[src/rtl/rfa8_pkg.sv]
// Shared types and constants for the 8-bit register file ALU.
// Holds the transfer payload structs, the mode codes and the ALU operand bundle.
// Depends on nothing.
package rfa8_pkg;

  localparam logic [2:0] MODE_ADD  = 3'd0;
  localparam logic [2:0] MODE_FADD = 3'd1;
  localparam logic [2:0] MODE_OR   = 3'd2;
  localparam logic [2:0] MODE_AND  = 3'd3;
  localparam logic [2:0] MODE_XOR  = 3'd4;
  localparam logic [2:0] MODE_ROR  = 3'd5;
  localparam logic [2:0] MODE_LOAD = 3'd6;

  typedef struct packed {
    logic [2:0] mode;
    logic [3:0] dest_reg;
    logic [3:0] src_a_reg;
    logic [3:0] third_operand;
    logic [7:0] load_value;
  } instr_t;

  typedef struct packed {
    logic [3:0] written_reg;
    logic [7:0] written_value;
  } res_t;

  typedef struct packed {
    logic [2:0] mode;
    logic [7:0] a;
    logic [7:0] b;
    logic [2:0] amt;
    logic [7:0] load_value;
  } alu_op_t;

endpackage

[src/rtl/rfa8_regmem.sv]
// Register file storage: one write port, two registered read ports.
// Per-entry valid bits make never-written entries read as zero after reset.
// Depends on nothing.
module rfa8_regmem #(
  parameter int DEPTH = 16,
  parameter int AW    = 4
) (
  input  logic          clk,
  input  logic          rst,
  input  logic          rd_en,
  input  logic [AW-1:0] ra_addr,
  input  logic [AW-1:0] rb_addr,
  output logic [7:0]    ra_data,
  output logic [7:0]    rb_data,
  input  logic          we,
  input  logic [AW-1:0] waddr,
  input  logic [7:0]    wdata
);

  logic [7:0]       mem [DEPTH];
  logic [DEPTH-1:0] vld;
  logic [7:0]       ra_q;
  logic [7:0]       rb_q;
  logic             va_q;
  logic             vb_q;

  always_ff @(posedge clk) begin
    if (we) begin
      mem[waddr] <= wdata;
    end
    if (rd_en) begin
      ra_q <= mem[ra_addr];
      rb_q <= mem[rb_addr];
    end
  end

  always_ff @(posedge clk) begin
    if (rst) begin
      vld  <= '0;
      va_q <= 1'b0;
      vb_q <= 1'b0;
    end else begin
      if (we) begin
        vld[waddr] <= 1'b1;
      end
      if (rd_en) begin
        va_q <= vld[ra_addr];
        vb_q <= vld[rb_addr];
      end
    end
  end

  assign ra_data = va_q ? ra_q : 8'h00;
  assign rb_data = vb_q ? rb_q : 8'h00;

endmodule

[src/rtl/rfa8_alu.sv]
// Byte ALU: integer add, small float add, bitwise ops, rotate right, load and pass-through of b.
// Uses the operand bundle and mode codes from rfa8_pkg.
module rfa8_alu (
  input  rfa8_pkg::alu_op_t op,
  output logic [7:0]        result
);

  logic       sa, sb, sr;
  logic [2:0] ea, eb, er;
  logic [3:0] ma, mb, mr;
  logic [4:0] msum;
  logic [7:0] fres;
  logic [15:0] rot;

  always_comb begin
    sa = op.a[7];
    sb = op.b[7];
    ea = op.a[6:4];
    eb = op.b[6:4];
    ma = op.a[3:0];
    mb = op.b[3:0];
    if (ea < eb) begin
      ma = ma >> (eb - ea);
      er = eb;
    end else begin
      mb = mb >> (ea - eb);
      er = ea;
    end
    msum = {1'b0, ma} + {1'b0, mb};
    if (sa == sb) begin
      sr = sa;
      if (msum[4]) begin
        mr = msum[4:1];
        er = er + 3'd1;
      end else begin
        mr = msum[3:0];
      end
    end else if (ma >= mb) begin
      sr = sa;
      mr = ma - mb;
    end else begin
      sr = sb;
      mr = mb - ma;
    end
    fres = {sr, er, mr};
  end

  assign rot = {op.b, op.b} >> op.amt;

  always_comb begin
    unique case (op.mode)
      rfa8_pkg::MODE_ADD:  result = op.a + op.b;
      rfa8_pkg::MODE_FADD: result = fres;
      rfa8_pkg::MODE_OR:   result = op.a | op.b;
      rfa8_pkg::MODE_AND:  result = op.a & op.b;
      rfa8_pkg::MODE_XOR:  result = op.a ^ op.b;
      rfa8_pkg::MODE_ROR:  result = rot[7:0];
      rfa8_pkg::MODE_LOAD: result = op.load_value;
      default:             result = op.b;
    endcase
  end

endmodule

[src/rtl/register_file_alu_8bit_core.sv]
// Top level of the 8-bit register file ALU: read stage, execute/write-back stage, result register.
// Depends on rfa8_pkg, rfa8_regmem and rfa8_alu.
//
//   channel | valid       | stall       | payload
//   instr   | instr_valid | instr_stall | instr (rfa8_pkg::instr_t), into the block
//   res     | res_valid   | res_stall   | res   (rfa8_pkg::res_t), out of the block
//
// One instruction per cycle unless res stalls; each result is registered as it leaves execute.
// The register file is read at the transfer edge and written as the item leaves execute;
// a result written at the same edge as the read is forwarded from the result register.
// Reset makes all registers read as zero through per-entry valid bits; no clearing pass.
// A stalled result holds one further item in execute, after which instr_stall rises.
module register_file_alu_8bit_core #(
  parameter int NUM_REGS = 16
) (
  input  logic             clk,
  input  logic             rst,
  input  logic             instr_valid,
  output logic             instr_stall,
  input  rfa8_pkg::instr_t instr,
  output logic             res_valid,
  input  logic             res_stall,
  output rfa8_pkg::res_t   res
);

  localparam int AW = (NUM_REGS > 1) ? $clog2(NUM_REGS) : 1;

  logic             instr_accept;
  logic             s1_valid;
  rfa8_pkg::instr_t s1_item;
  logic             s1_a_ok;
  logic             s1_b_ok;
  logic             s1_fwd_a;
  logic             s1_fwd_b;
  logic             s1_advance;
  logic             s1_wr;
  logic             b_uses_dest;
  logic [3:0]       b_idx;
  logic             fwd_a_next;
  logic             fwd_b_next;
  logic [7:0]       ra_data;
  logic [7:0]       rb_data;
  rfa8_pkg::alu_op_t alu_op;
  logic [7:0]       alu_res;

  assign instr_accept = instr_valid && !instr_stall;
  assign s1_advance   = s1_valid && (!res_valid || !res_stall);
  assign instr_stall  = s1_valid && !s1_advance;

  assign b_uses_dest = (instr.mode == rfa8_pkg::MODE_ROR) || (instr.mode > rfa8_pkg::MODE_LOAD);
  assign b_idx       = b_uses_dest ? instr.dest_reg : instr.third_operand;

  assign s1_wr = (s1_item.mode <= rfa8_pkg::MODE_LOAD) && (int'(s1_item.dest_reg) < NUM_REGS);

  assign fwd_a_next = s1_advance && s1_wr && (s1_item.dest_reg == instr.src_a_reg);
  assign fwd_b_next = s1_advance && s1_wr && (s1_item.dest_reg == b_idx);

  rfa8_regmem #(
    .DEPTH(NUM_REGS),
    .AW   (AW)
  ) u_regmem (
    .clk    (clk),
    .rst    (rst),
    .rd_en  (instr_accept),
    .ra_addr(AW'(instr.src_a_reg)),
    .rb_addr(AW'(b_idx)),
    .ra_data(ra_data),
    .rb_data(rb_data),
    .we     (s1_advance && s1_wr),
    .waddr  (AW'(s1_item.dest_reg)),
    .wdata  (alu_res)
  );

  always_comb begin
    alu_op.mode       = s1_item.mode;
    alu_op.a          = s1_fwd_a ? res.written_value : (s1_a_ok ? ra_data : 8'h00);
    alu_op.b          = s1_fwd_b ? res.written_value : (s1_b_ok ? rb_data : 8'h00);
    alu_op.amt        = s1_item.third_operand[2:0];
    alu_op.load_value = s1_item.load_value;
  end

  rfa8_alu u_alu (
    .op    (alu_op),
    .result(alu_res)
  );

  always_ff @(posedge clk) begin
    if (rst) begin
      s1_valid <= 1'b0;
      s1_fwd_a <= 1'b0;
      s1_fwd_b <= 1'b0;
      res_valid <= 1'b0;
    end else begin
      if (instr_accept) begin
        s1_valid <= 1'b1;
        s1_fwd_a <= fwd_a_next;
        s1_fwd_b <= fwd_b_next;
      end else if (s1_advance) begin
        s1_valid <= 1'b0;
        s1_fwd_a <= 1'b0;
        s1_fwd_b <= 1'b0;
      end
      if (s1_advance) begin
        res_valid <= 1'b1;
      end else if (!res_stall) begin
        res_valid <= 1'b0;
      end
    end
  end

  always_ff @(posedge clk) begin
    if (instr_accept) begin
      s1_item <= instr;
      s1_a_ok <= int'(instr.src_a_reg) < NUM_REGS;
      s1_b_ok <= int'(b_idx) < NUM_REGS;
    end
    if (s1_advance) begin
      res.written_reg   <= s1_item.dest_reg;
      res.written_value <= alu_res;
    end
  end

  a_fwd_needs_item: assert property (@(posedge clk) disable iff (rst)
    (s1_fwd_a || s1_fwd_b) |-> s1_valid)
    else $error("forward flag set with execute stage empty");

  a_accept_fills: assert property (@(posedge clk) disable iff (rst)
    instr_accept |=> s1_valid)
    else $error("transfer in did not reach execute stage");

  a_held_item: assert property (@(posedge clk) disable iff (rst)
    (s1_valid && !s1_advance) |=> (s1_valid && $stable(s1_item)))
    else $error("held execute item changed");

  a_result_source: assert property (@(posedge clk) disable iff (rst)
    $rose(res_valid) |-> $past(s1_advance))
    else $error("result appeared without an item leaving execute");

endmodule
[config.mk]
export PLATFORM = sky130hd
export DESIGN_NAME = register_file_alu_8bit_core
export DESIGN_NICKNAME = d
export VERILOG_FILES = /design/src/rtl/rfa8_pkg.sv /design/src/rtl/rfa8_regmem.sv /design/src/rtl/rfa8_alu.sv /design/src/rtl/register_file_alu_8bit_core.sv
export SDC_FILE = /design/constraint.sdc
export NUM_CORES = 1
export LEC_CHECK = 0
export BUFFER_PORTS_ARGS = -buffer_cell sky130_fd_sc_hd__buf_2
export CELL_PAD_IN_SITES_DETAIL_PLACEMENT = 1
export CELL_PAD_IN_SITES_GLOBAL_PLACEMENT = 2
export CORE_MARGIN = 3
export CORE_UTILIZATION = 47
export DETAILED_ROUTE_END_ITERATION = 12
export HOLD_SLACK_MARGIN = 0.12
export PLACE_DENSITY = 0.91
export SLEW_MARGIN = 20
export SYNTH_ARGS = -nofsm -noshare
export SYNTH_HDL_FRONTEND = slang
export SYNTH_HIERARCHICAL = 1
export SYNTH_SLANG_ARGS = --single-unit
[constraint.sdc]
create_clock -name clk -period 6.5 [get_ports clk]
set_clock_uncertainty 0.15 [all_clocks]
set_input_delay 0.325 -clock clk [delete_from_list [all_inputs] [get_ports clk]]
set_output_delay 0.325 -clock clk [all_outputs]
set_load 0.01 [all_outputs]
# After elaboration in Yosys (flattened, before gate mapping)
# Memory sizes are Yosys's and may differ from the RTL's. A register that Yosys moved wholly into a read port is not among the register bits.
# Index checks and enable logic that the tools add are counted.
# classes
n_addsub	7
order_cmp	8
n_shift	3
n_eq_ne	11
muxes	30
reduce_logical	15
bitwise_logic	4
# op_table
operator	count
one-hot mux 8 bit (7 select lines)	1
two-way mux 8 bit	4
two-way mux 4 bit	6
bitwise OR 16 bit	1
>> shifter 16 x 3 -> 8 bit	1
less-than comparator 4 x 5 -> 1 bit, second input constant	3
two-way mux 1 bit	13
equality test 3 bit, second input constant	4
two-way mux 3 bit	3
adder 8 bit	1
AND 8 bit	1
binary-select mux 1 bit (select 4 bit)	2
equality test 4 bit	2
bitwise OR 8 bit	1
>> shifter 4 x 3 -> 4 bit	2
subtractor 4 bit	2
bitwise XOR 8 bit	1
logical AND 1 bit	7
equality test 3 x 2 -> 1 bit, second input constant	2
subtractor 3 bit	2
adder 4 x 4 -> 5 bit	1
demux 1 bit (select 4 bit)	1
greater-or-equal comparator 4 x 1 -> 1 bit, second input constant	1
greater-or-equal comparator 4 bit	1
11 further kinds	15
# word_totals
output_inout_bits	14
reg_bits	52
mem_bits_rw	128
mem_count	1
wordCells	92
# mem_list
name	depth	word_bits	read_ports	rd_clocked_by_memory_dff	wr	line	source
u_regmem.mem	16	8	2	2	1	rfa8_regmem.sv:20	logic [7:0] mem [DEPTH];

# Depth between registers and ports, before layout
# Gate-level depths: netlist of run 1.
# depth
ltp_word	9
depth_mapped	18

# Hierarchy
# Netlist of run 1, hierarchy kept.
# modules_own_cells
mod	cells_each	area_each_um2	instances	seq_area_each_um2
rfa8_regmem	356	7505.9	1	4684.5
rfa8_alu	273	2163.3	1	0.0
register_file_alu_8bit_core	87	1415.1	1	980.9

# Least setup slack after synthesis of run 1
# OpenSTA, ideal clock, no wires.
# synth_timing
path_kind	reg2reg
from	register s1_fwd_b
to	register res[3] (netlist name) (data pin)
arrival_time_ns	4.287
required_ns	6.042
stages_incl_launch_ff	17
setup_slack_ns	1.754
path_buffers	1
path_cell_list	dfxtp_1 clkbuf_1 mux2_2 ha_1 fa_1 nor2_1 a21o_1 a211oi_1 o22a_1 ha_1 fa_1 a21bo_2 a311oi_4 o21ai_0 o21ai_0 xnor2_1 a31oi_1
# synth_lines
element	line	source
start, declared	register_file_alu_8bit_core.sv:34	logic s1_fwd_b;
start signal, assigned	register_file_alu_8bit_core.sv:97	s1_fwd_b <= fwd_b_next;
end, declared	register_file_alu_8bit_core.sv:23	output rfa8_pkg::res_t res

==> results of run 1 <==
power by group:
part | switching (mW) | internal, mW
Sequential | 0.0233 | 1.41
Clock | 0.529 | 0.524
Combinational | 0.144 | 0.115
logic make-up after synthesis:
kind of cell               synth area share (%)
DFF                                        51.1
adders and majority gates                  4.70
AOI/OAI and AO/OA                          6.74
xor gates and xnor gates                   1.66
and+or+nand+nor                            6.72
muxes                                      25.6
buffers and inverters                      3.43
worst paths after layout:
check / startpoint / to / slack, ns / cells after the start
max: s1_fwd_b / u_regmem/mem[11][3] / 1.20 / 15
max reg2reg: s1_fwd_b / u_regmem/mem[11][3] / 1.20 / 15
min reg2reg: u_regmem/vld[7] / u_regmem/vld[7] / 0.36 / 2
min: rst / u_regmem/vld[2] / 0.16 / 2
final cells by class:
type	count	area [µm²]	share of cell area (%)
inverter	35	131	1.06
tap	313	392	3.17
multi-input combinational	447	5090	41.1
sequential	196	5670	45.8
clock inverter	13	141	1.14
timing repair buffer	73	510	4.13
clock buffer	19	443	3.58
worst reg2reg max path: stages (launching register included):
cell and delay (ns):
dfxtp_1 0.56, mux2_2 0.47, ha_1 0.27, fa_1 0.62, nor2_1 0.11, a21o_1 0.17
a211oi_1 0.25, o22a_1 0.24, ha_1 0.21, fa_1 0.20, a21bo_2 0.25, a311oi_4 0.42
o21ai_0 0.14, o21ai_0 0.12, xnor2_1 0.13, a31oi_2 0.68
registers in the layout (all words and copies together) (netlist names):
register       count
u_regmem/rb_q      8
s1_fwd_b           1
u_regmem/ra_q      8
alu_op            14
s1_item            4
res_valid          1
u_regmem/vb_q      1
res               12
u_regmem/mem     128
u_regmem/va_q      1
s1_fwd_a           1
u_regmem/vld      16
s1_valid           1
cell usage in the layout, fill, tap and decap left out, types with 8 or more instances in the layout:
cell type        n
nand2_1          8
edfxtp_1       174
xor2_1          10
dlygate4sd3_1   20
nor2_1          67
o21ai_0         20
clkbuf_16       17
a21oi_1         25
mux2i_1         17
ha_1            32
mux4_1          70
o221ai_1        11
and2_1          18
nor2b_1         10
buf_2           40
xnor2_1         11
mux2_2          22
dfxtp_1         22
nand3_1          9
nand2b_1         8
mux4_2          26
inv_1           35
buf_4           12
layer usage:
layer	global-route usage [%]	up-vias
met5	0	-
met4	9.51	0
met3	4.16	70
met2	44.7	250
met1	28.5	3614
li1	-	3009
==> metrics, run 1 <==
status finished with violations; PD cells 222 nW/µm²; VDD IR max 0.000219 V; Max Clock Freq 189 MHz; Post-Syn Instances 716; most frequent cell after synthesis edfxtp_1; Clock Latency Late Sink 0.46 ns; Syn Area/Cell 15.5 µm²; clock sinks 196; Cells after DPL 1,043; vias in the first global route 7,479; first-pass GRT wire length 46,600 µm; Seq/Total Area, Yosys 51.1%; Ports 41; largest net degree at the start of global routing 40; Post-CTS Hold Buffers 20; Clock Path Buffers 2; dpl cell area 11,600 µm²; total of max-cap violations 0; 1st-pass router iterations 9; Area Growth Syn to Fin 11.6%; Synth Register Bits 196; post_cts resized 0; Pins Over Slew Limit 0; hold slack final 0.164 ns; Routed met3 length 1460 µm; postcts setup bufs 0; Worst Path Required 6.48 ns; ys flop type edfxtp_1; Critical Path Fanout Max 17; CP Launch Type register; CP Cell Sequence mux2_2, ha_1, fa_1, nor2_1, a21o_1, a211oi_1, o22a_1, ha_1, fa_1, a21bo_2, a311oi_4, o21ai_0, o21ai_0, xnor2_1, a31oi_2; fill count 2,202; Root Buffer clkbuf_16; Initial Utilization 48.4%; H-tree depth 4; Final Non-Filler Cells 1,096; Final Util 54.0%; Setup WS post-layout 1.20 ns; synth unique cells 66; final hold violations 0; RSZ-0062 raised after global routing no; Yosys top cell by area edfxtp_1; Reg clk slew, reported paths 0.09 ns; initial antenna violation count 0; final wirelength 30,700 µm; die width 160 µm; Top Layer Used met4; CP Capture Type register; Die ar. 25,500 µm²; gpl congestion 0.913; Mapped Area 11,100 µm²; proportion of netlist area held by the largest area contributor 47.1%; WL met1 11,700 µm; # nets final 835; async set-reset flop share out of synthesis 0%; crit path buf inv count 0; Crit path arrival time 5.28 ns; Slowest-stage cell, CP a31oi_2; chip height 160 µm; Detailed Route Iter0 Violations 641; via count 6,943; Power, Total 2.74 mW; Tot GR Track Use 24.4%; routed length on met2 16,700 µm; share of cells above drive strength 1 20.6%; CTS Buf Count 17; P_leak 4.56 nW; commonest cells in the netlist edfxtp_1 (174), mux4_1 (70), nor2_1 (70), inv_1 (35), ha_1 (32); Area contributors post-synth edfxtp_1 (47%), mux4_1 (17%), mux4_2 (5.3%); Max-slew headroom 21.8%; # diodes 0; Core ar. 22,900 µm²; CP delay by family, top compound AO/OA/AOI/OAI gates; failing checks design-rule violations; row count 55; pre-CTS WS 0.860 ns; final instance area 12,400 µm²; Hold WC Path Type input port to register; final setup fails 0; fin crit period 5.30 ns; drt drc 2; GR Overflow Total 0; EDFF count, synth 174; post-route ant nets 0; fin crit share 81.6%; CP max stage delay 0.68 ns; CP Class register to register; Slew @ Worst Pin 1.17 ns; yosys synthesis warning count 6; Syn Nets 781; CTS tree built; HPWL Detailed 20,100 µm; PortBufs 40; Vias/cell 6.33; Final TNS setup 0 ns; wire per inst 28.0 µm
No activity file was read; power rests on OpenSTA's default activity.
==> inputs of run 2 (changes only) <==
--- a/config.mk
+++ b/config.mk
@@ -9,10 +9,10 @@
 export CELL_PAD_IN_SITES_DETAIL_PLACEMENT = 1
 export CELL_PAD_IN_SITES_GLOBAL_PLACEMENT = 2
 export CORE_MARGIN = 3
-export CORE_UTILIZATION = 47
+export CORE_UTILIZATION = 42
 export DETAILED_ROUTE_END_ITERATION = 12
 export HOLD_SLACK_MARGIN = 0.12
-export PLACE_DENSITY = 0.91
+export PLACE_DENSITY = 0.86
 export SLEW_MARGIN = 20
 export SYNTH_ARGS = -nofsm -noshare
 export SYNTH_HDL_FRONTEND = slang
==> constraint.sdc (replaced) <==
create_clock -name clk -period 4.8 [get_ports clk]
set_clock_uncertainty 0.15 [all_clocks]
set_input_delay 0.24 -clock clk [delete_from_list [all_inputs] [get_ports clk]]
set_output_delay 0.24 -clock clk [all_outputs]
set_load 0.01 [all_outputs]
==> run 2 against run 1 <==
The flow now finishes without violations. Routed wire length grew 4.8%. Register-to-register slack lost 1.1 ns. Setup slack lost 1.1 ns. Worst hold slack gained 0.14 ns. Clock power grew 49%. Sequential power grew 36%. Critical path depth grew 4. Non-clock buffer count grew 47. First-iteration DRC count shrank 7.3%.
==> metrics, run 2 (synthesis results as in run 1) <==
switching pwr 1.05 mW (+51%); switching share of total power 27.2% (+1.8 points); status complete, no violations; die width 168 µm (+5.6%); CP max stage delay 0.59 ns (-0.09 ns); hold slack final 0.309 ns (+0.145 ns); sequential share of power 50.0% (-2.2 points); Clock Path Buffers 2 (unchanged); Slew @ Worst Pin 1.16 ns (-0.00952 ns); clock sinks 196 (unchanged); vias in the first global route 7,548 (+0.92%); HPWL Detailed 22,000 µm (+9.7%); PortBufs 40 (unchanged); chip height 168 µm (+5.6%); Setup WS post-layout 0.0883 ns (-1.11 ns); most frequent cells in the layout edfxtp_1 (174), mux4_1 (70), nor2_1 (68); via count 7,198 (+3.7%); initial antenna violation count 0 (unchanged); Die ar. 28,400 µm² (+11%); total of max-cap violations 0 (unchanged); Detailed Route Iter0 Violations 594 (-7.3%); fill count 2,455 (+11%); share of cells above drive strength 1 27.7% (+7.1 points); final instance area 13,000 µm² (+4.7%); post-route ant nets 0 (unchanged); Crit path arrival time 4.83 ns (-0.45 ns); Hold WC Path Type input port to register; final setup fails 0 (unchanged); Max Clock Freq 212 MHz (+13%); Max-slew headroom 22.4% (+0.63 points); H-tree depth 4 (unchanged); P_leak 4.85 nW (+6.2%); final wirelength 32,200 µm (+4.8%); Vias/cell 6.20 (-2.1%); Slowest-stage cell, CP fa_2; dpl cell area 11,900 µm² (+2.7%); Tot GR Track Use 22.3% (-2.1 points); Clk pwr share 40.3% (+1.9 points); pre-CTS WS -0.201 ns (-1.06 ns); Critical Path Fanout Max 17 (unchanged); crit path buf inv count 5 (+5); Pins Over Slew Limit 0 (unchanged); # nets final 883 (+5.7%); Initial Utilization 43.4% (-5.0 points); largest net degree at the start of global routing 36 (-10%); CP delay by family, top compound AO/OA/AOI/OAI gates; CP Cell Sequence and2_1, mux2_4, ha_2, fa_2, buf_6, nand2_1, o21ai_1, nand2_1, o31a_1, buf_4, ha_4, a21bo_4, a311oi_4, buf_4, buf_4, mux2_2, a21oi_1, o22a_1, buf_4; VDD IR max 0.000259 V (+18%); CTS Buf Count 17 (unchanged); wire per inst 27.7 µm (-1.1%); Final Util 50.7% (-3.3 points); Core ar. 25,500 µm² (+11%); CTS tree built; max FFs per register 128 (unchanged); drt drc 0 (-2); Int Power 2.82 mW (+38%); PD cells 299 nW/µm² (+35%); Clock Latency Late Sink 0.44 ns (-0.02 ns); Reg clk slew, reported paths 0.08 ns (about the same); final hold violations 0 (unchanged); first-pass GRT wire length 47,100 µm (+1.0%); Biggest register u_regmem/mem; gpl congestion 0.878 (-3.9%); Worst Path Required 4.92 ns (-1.56 ns); CP Capture Type register; 1st-pass router iterations 5 (-4); # diodes 0 (unchanged); CP dominant cell by count buf_4; Area Growth Syn to Fin 16.9%; CP Launch Type register; commonest non-fill, non-tap cell in the layout edfxtp_1; fin crit share 98.2% (+17 points); GR Overflow Total 0 (unchanged); HP Start instr[15]; Root Buffer clkbuf_16; worst setup path start u_regmem/ra_q[4]; FF-to-FF Start u_regmem/ra_q[4]; fin crit period 4.71 ns (-0.591 ns); combinational share of power 9.7% (+0.3 points); Ports 41 (unchanged); CP Class register to register; row count 58 (+5.5%)
run 2: final cells by class:
type	instances	area (µm²)	area share, %
Sequential cell	196	5670	43.7
Multi-Input combinational cell	448	5230	40.4
Timing Repair Buffer	120	872	6.73
Clock buffer	17	425	3.28
Tap cell	330	413	3.19
Clock inverter	15	220	1.70
Inverter	35	131	1.01
run 2: power by group through the flow:
stage          Clock (mW)  Sequential [mW]  Combinational, mW
6_report             1.56             1.94              0.375
3_3_place_gp            0             1.97              0.327
4_1_cts              1.58             1.94              0.362
5_1_grt              1.66             1.94              0.398
2_1_floorplan           0             1.96              0.241
3_5_place_dp            0             1.98              0.342
run 2: final timing paths:
check,slack [ns],to,depth (start not counted)
max,0.09,u_regmem/mem[4][1],19
max reg2reg,0.09,u_regmem/mem[4][1],19
min,0.31,u_regmem/ra_q[7],2
min reg2reg,0.35,u_regmem/vld[10],2
run 2: worst register-to-register path: cells and delay by family (launching register included):
| family | cells | cell delay (ns) |
|---|---|---|
| AO/OA/AOI/OAI | 6 | 1.26 |
| AND/OR/NAND/NOR | 3 | 0.34 |
| multiplexers | 2 | 0.61 |
| adder cells (fa/ha/maj) | 3 | 1.04 |
| flip-flops | 1 | 0.36 |
| buffers and inverters | 5 | 0.77 |
run 2: what timing repair did:
action	in CTS	in global routing
pin swaps	1	15
buffers inserted	0	6
endpoints found under the setup margin	35	119
resized for setup	3	36
hold endpoints to repair	38	0
hold buffers	22	0
gates cloned	0	1
run 2: layer usage:
layer / vias to the layer above / global-route usage, % / share of wire, %
met5: - / 0 / 0
met4: 0 / 6.44 / 2.6
met3: 45 / 2.85 / 4.1
met2: 272 / 41.3 / 54
met1: 3778 / 27.3 / 39
li1: 3103 / - / -
run 2: metrics by stage:
stage	power, mW	TNS [ns]	cells
finish	3.87	0	1161
global route	4.00	-0.720	1161
CTS	3.88	0	1154
detailed placement	2.32	-6.14	1100
global placement	2.30	0	1100
floorplan	2.20	0	716
==> inputs of run 3 (changes only) <==
--- a/config.mk
+++ b/config.mk
@@ -8,6 +8,7 @@
 export BUFFER_PORTS_ARGS = -buffer_cell sky130_fd_sc_hd__buf_2
 export CELL_PAD_IN_SITES_DETAIL_PLACEMENT = 1
 export CELL_PAD_IN_SITES_GLOBAL_PLACEMENT = 2
+export CORE_ASPECT_RATIO = 2
 export CORE_MARGIN = 3
 export CORE_UTILIZATION = 42
 export DETAILED_ROUTE_END_ITERATION = 12
==> run 3 against run 2 <==
Final area shrank 1.5%. Sequential share of layout area increased by 0.72 points. Clock power decreased by 4%.
==> metrics, run 3 (synthesis results as in run 1) <==
status complete, no violations; CP max stage delay 0.64 ns (+0.05 ns); Max-slew headroom 22.5% (+0.075 points); final wirelength 33,000 µm (+2.6%); GR Overflow Total 0 (unchanged); P_leak 4.75 nW (-2.1%); post-route ant nets 0 (unchanged); Tot GR Track Use 23.2% (+0.94 points); Biggest register u_regmem/mem; clock sinks 196 (unchanged); row count 83 (+43%); Clock Path Buffers 2 (unchanged); Max Clock Freq 213 MHz (+0.31%); pre-CTS WS -0.114 ns (+0.0873 ns); Slowest-stage cell, CP fa_2; vias in the first global route 7,571 (+0.30%); H-tree depth 4 (unchanged); chip height 236 µm (+40%); Vias/cell 6.14 (-0.91%); Area Growth Syn to Fin 15.1%; # diodes 0 (unchanged); CP Launch Type register; Final Non-Filler Cells 1,156 (-0.43%); Root Buffer clkbuf_16; CP delay by family, top compound AO/OA/AOI/OAI gates; max FFs per register 128 (unchanged); die width 121 µm (-28%); via count 7,102 (-1.3%); sequential share of power 51.0% (+1.0 points); HPWL Detailed 23,100 µm (+4.9%); CTS tree built; Setup WS post-layout 0.103 ns (+0.0146 ns); commonest non-fill, non-tap cell in the layout edfxtp_1; most frequent cells in the layout edfxtp_1 (174), mux4_1 (70), nor2_1 (68); switching share of total power 23.5% (-3.7 points); grt met1 use 22.6% (-4.7 points); Int Power 2.91 mW (+3.2%); switching pwr 893 µW (-15%); Final Util 49.3% (-1.4 points); Ports 41 (unchanged); # nets final 868 (-1.7%); Power, Total 3.80 mW (-1.8%); Pins Over Slew Limit 0 (unchanged); final setup fails 0 (unchanged); largest net degree at the start of global routing 36 (unchanged); combinational share of power 9.7% (about the same); Clk pwr share 39.3% (-1.0 points); first-pass GRT wire length 47,700 µm (+1.4%); Slew @ Worst Pin 1.16 ns (-0.00112 ns); Core ar. 25,900 µm² (+1.2%); share of cells above drive strength 1 24.9% (-2.8 points); Clock Latency Late Sink 0.44 ns (about the same); fin crit share 97.9% (-0.31 points); Cells after DPL 1,094 (-0.55%); Crit path arrival time 4.75 ns (-0.08 ns); CP Cell Sequence and2_1, mux2_4, ha_4, fa_2, nor2_2, a21o_1, a211oi_2, o22a_1, ha_4, fa_2, a21bo_4, a311oi_4, mux2i_1, xor2_1, o221ai_1, nand2_2, buf_6; Detailed Route Iter0 Violations 675 (+14%); Worst Path Required 4.85 ns (-0.07 ns); Die ar. 28,500 µm² (+0.41%); VDD IR max 0.000288 V (+11%); CP Capture Type register; GR Util met3 3.61% (+0.76 points); Reg clk slew, reported paths 0.07 ns (about the same); PD cells 298 nW/µm² (-0.25%); fill count 2,518 (+2.6%); Critical Path Fanout Max 7 (-10); met2 Resource Use GR 44.1% (+2.8 points); Final TNS setup 0 ns (unchanged); fin crit period 4.70 ns (-0.0146 ns); Hold WC Path Type input port to register; PortBufs 40 (unchanged); 1st-pass router iterations 5 (unchanged); Initial Utilization 42.9% (-0.53 points); CP Class register to register; CTS Buf Count 17 (unchanged); wire per inst 28.6 µm (+3.0%); crit path buf inv count 1 (-4); initial antenna violation count 0 (unchanged); gpl congestion 0.893 (+1.7%); final hold violations 0 (unchanged); total of max-cap violations 0 (unchanged); drt drc 0 (unchanged); GRT Max-Usage Layer met2
==> run 3: cell count changes in the layout (fill, tap and decap cells not counted), sizes merged <==
| cell | delta |
|---|---|
| bufinv | +3 |
| dlygate4sd3 | +1 |
| nand2 | -1 |
| buf | -16 |
| inv | -5 |
| o32a | +1 |
| clkinv | -1 |
| clkinvlp | +3 |
==> run 3: power groups by stage <==
| stage | Sequential [mW] | Combinational [mW] | Clock (mW) |
|---|---|---|---|
| after floorplan | 1.96 | 0.241 | 0 |
| after global placement | 1.97 | 0.324 | 0 |
| after detailed placement | 1.98 | 0.340 | 0 |
| after CTS | 1.94 | 0.357 | 1.52 |
| after global routing | 1.94 | 0.393 | 1.59 |
| final | 1.94 | 0.370 | 1.50 |
==> run 3: worst paths after layout <==
kind / from / endpoint / cells after the start / slack (ns)
setup reg to reg: u_regmem/vb_q / u_regmem/mem[2][2] / 17 / 0.10
hold / removal: instr[15] / u_regmem/ra_q[7] / 2 / 0.31
hold reg to reg: u_regmem/vld[9] / u_regmem/vld[9] / 2 / 0.35
setup / recovery: u_regmem/vb_q / u_regmem/mem[2][2] / 17 / 0.10
==> run 3: through the flow <==
stage | hold WS (ns) | cell area [µm²]
after floorplan | 0.159 | 11100
after global placement | 0.270 | 11800
after detailed placement | 0.275 | 11800
after CTS | 0.312 | 12600
after global routing | 0.304 | 12800
final | 0.314 | 12800
==> run 3: cell type report <==
cell class / count / area [µm²] / area share, %
multi-input cells: 448 / 5140 / 40.3
repair buffers: 105 / 769 / 6.03
inverters: 35 / 131 / 1.03
well taps: 340 / 425 / 3.33
clock inverters: 15 / 195 / 1.53
clock buffers: 17 / 425 / 3.33
flip-flops and latches: 196 / 5670 / 44.5
==> run 3: worst register-to-register path, stage by stage (launching register included) <==
cell      delay [ns]
dfxtp_1         0.36
and2_1          0.18
mux2_4          0.30
ha_4            0.18
fa_2            0.64
nor2_2          0.06
a21o_1          0.17
a211oi_2        0.18
o22a_1          0.26
ha_4            0.18
fa_2            0.21
a21bo_4         0.23
a311oi_4        0.43
mux2i_1         0.28
xor2_1          0.09
o221ai_1        0.23
nand2_2         0.14
buf_6           0.19
==> run 3: timing repair <==
action                     CTS  global route
hold endpoints to repair    38             0
pin swaps                    1            11
buffers inserted             0             4
gates cloned                 0             3
gates resized for setup      3            29
hold buffers                23             0
setup endpoints to repair   68           136
==> run 3: routing by layer <==
metal	share of wire [%]	vias up
met3	3.5	92
met5	0	-
li1	-	3072
met2	57	256
met1	33	3682
met4	6.6	0
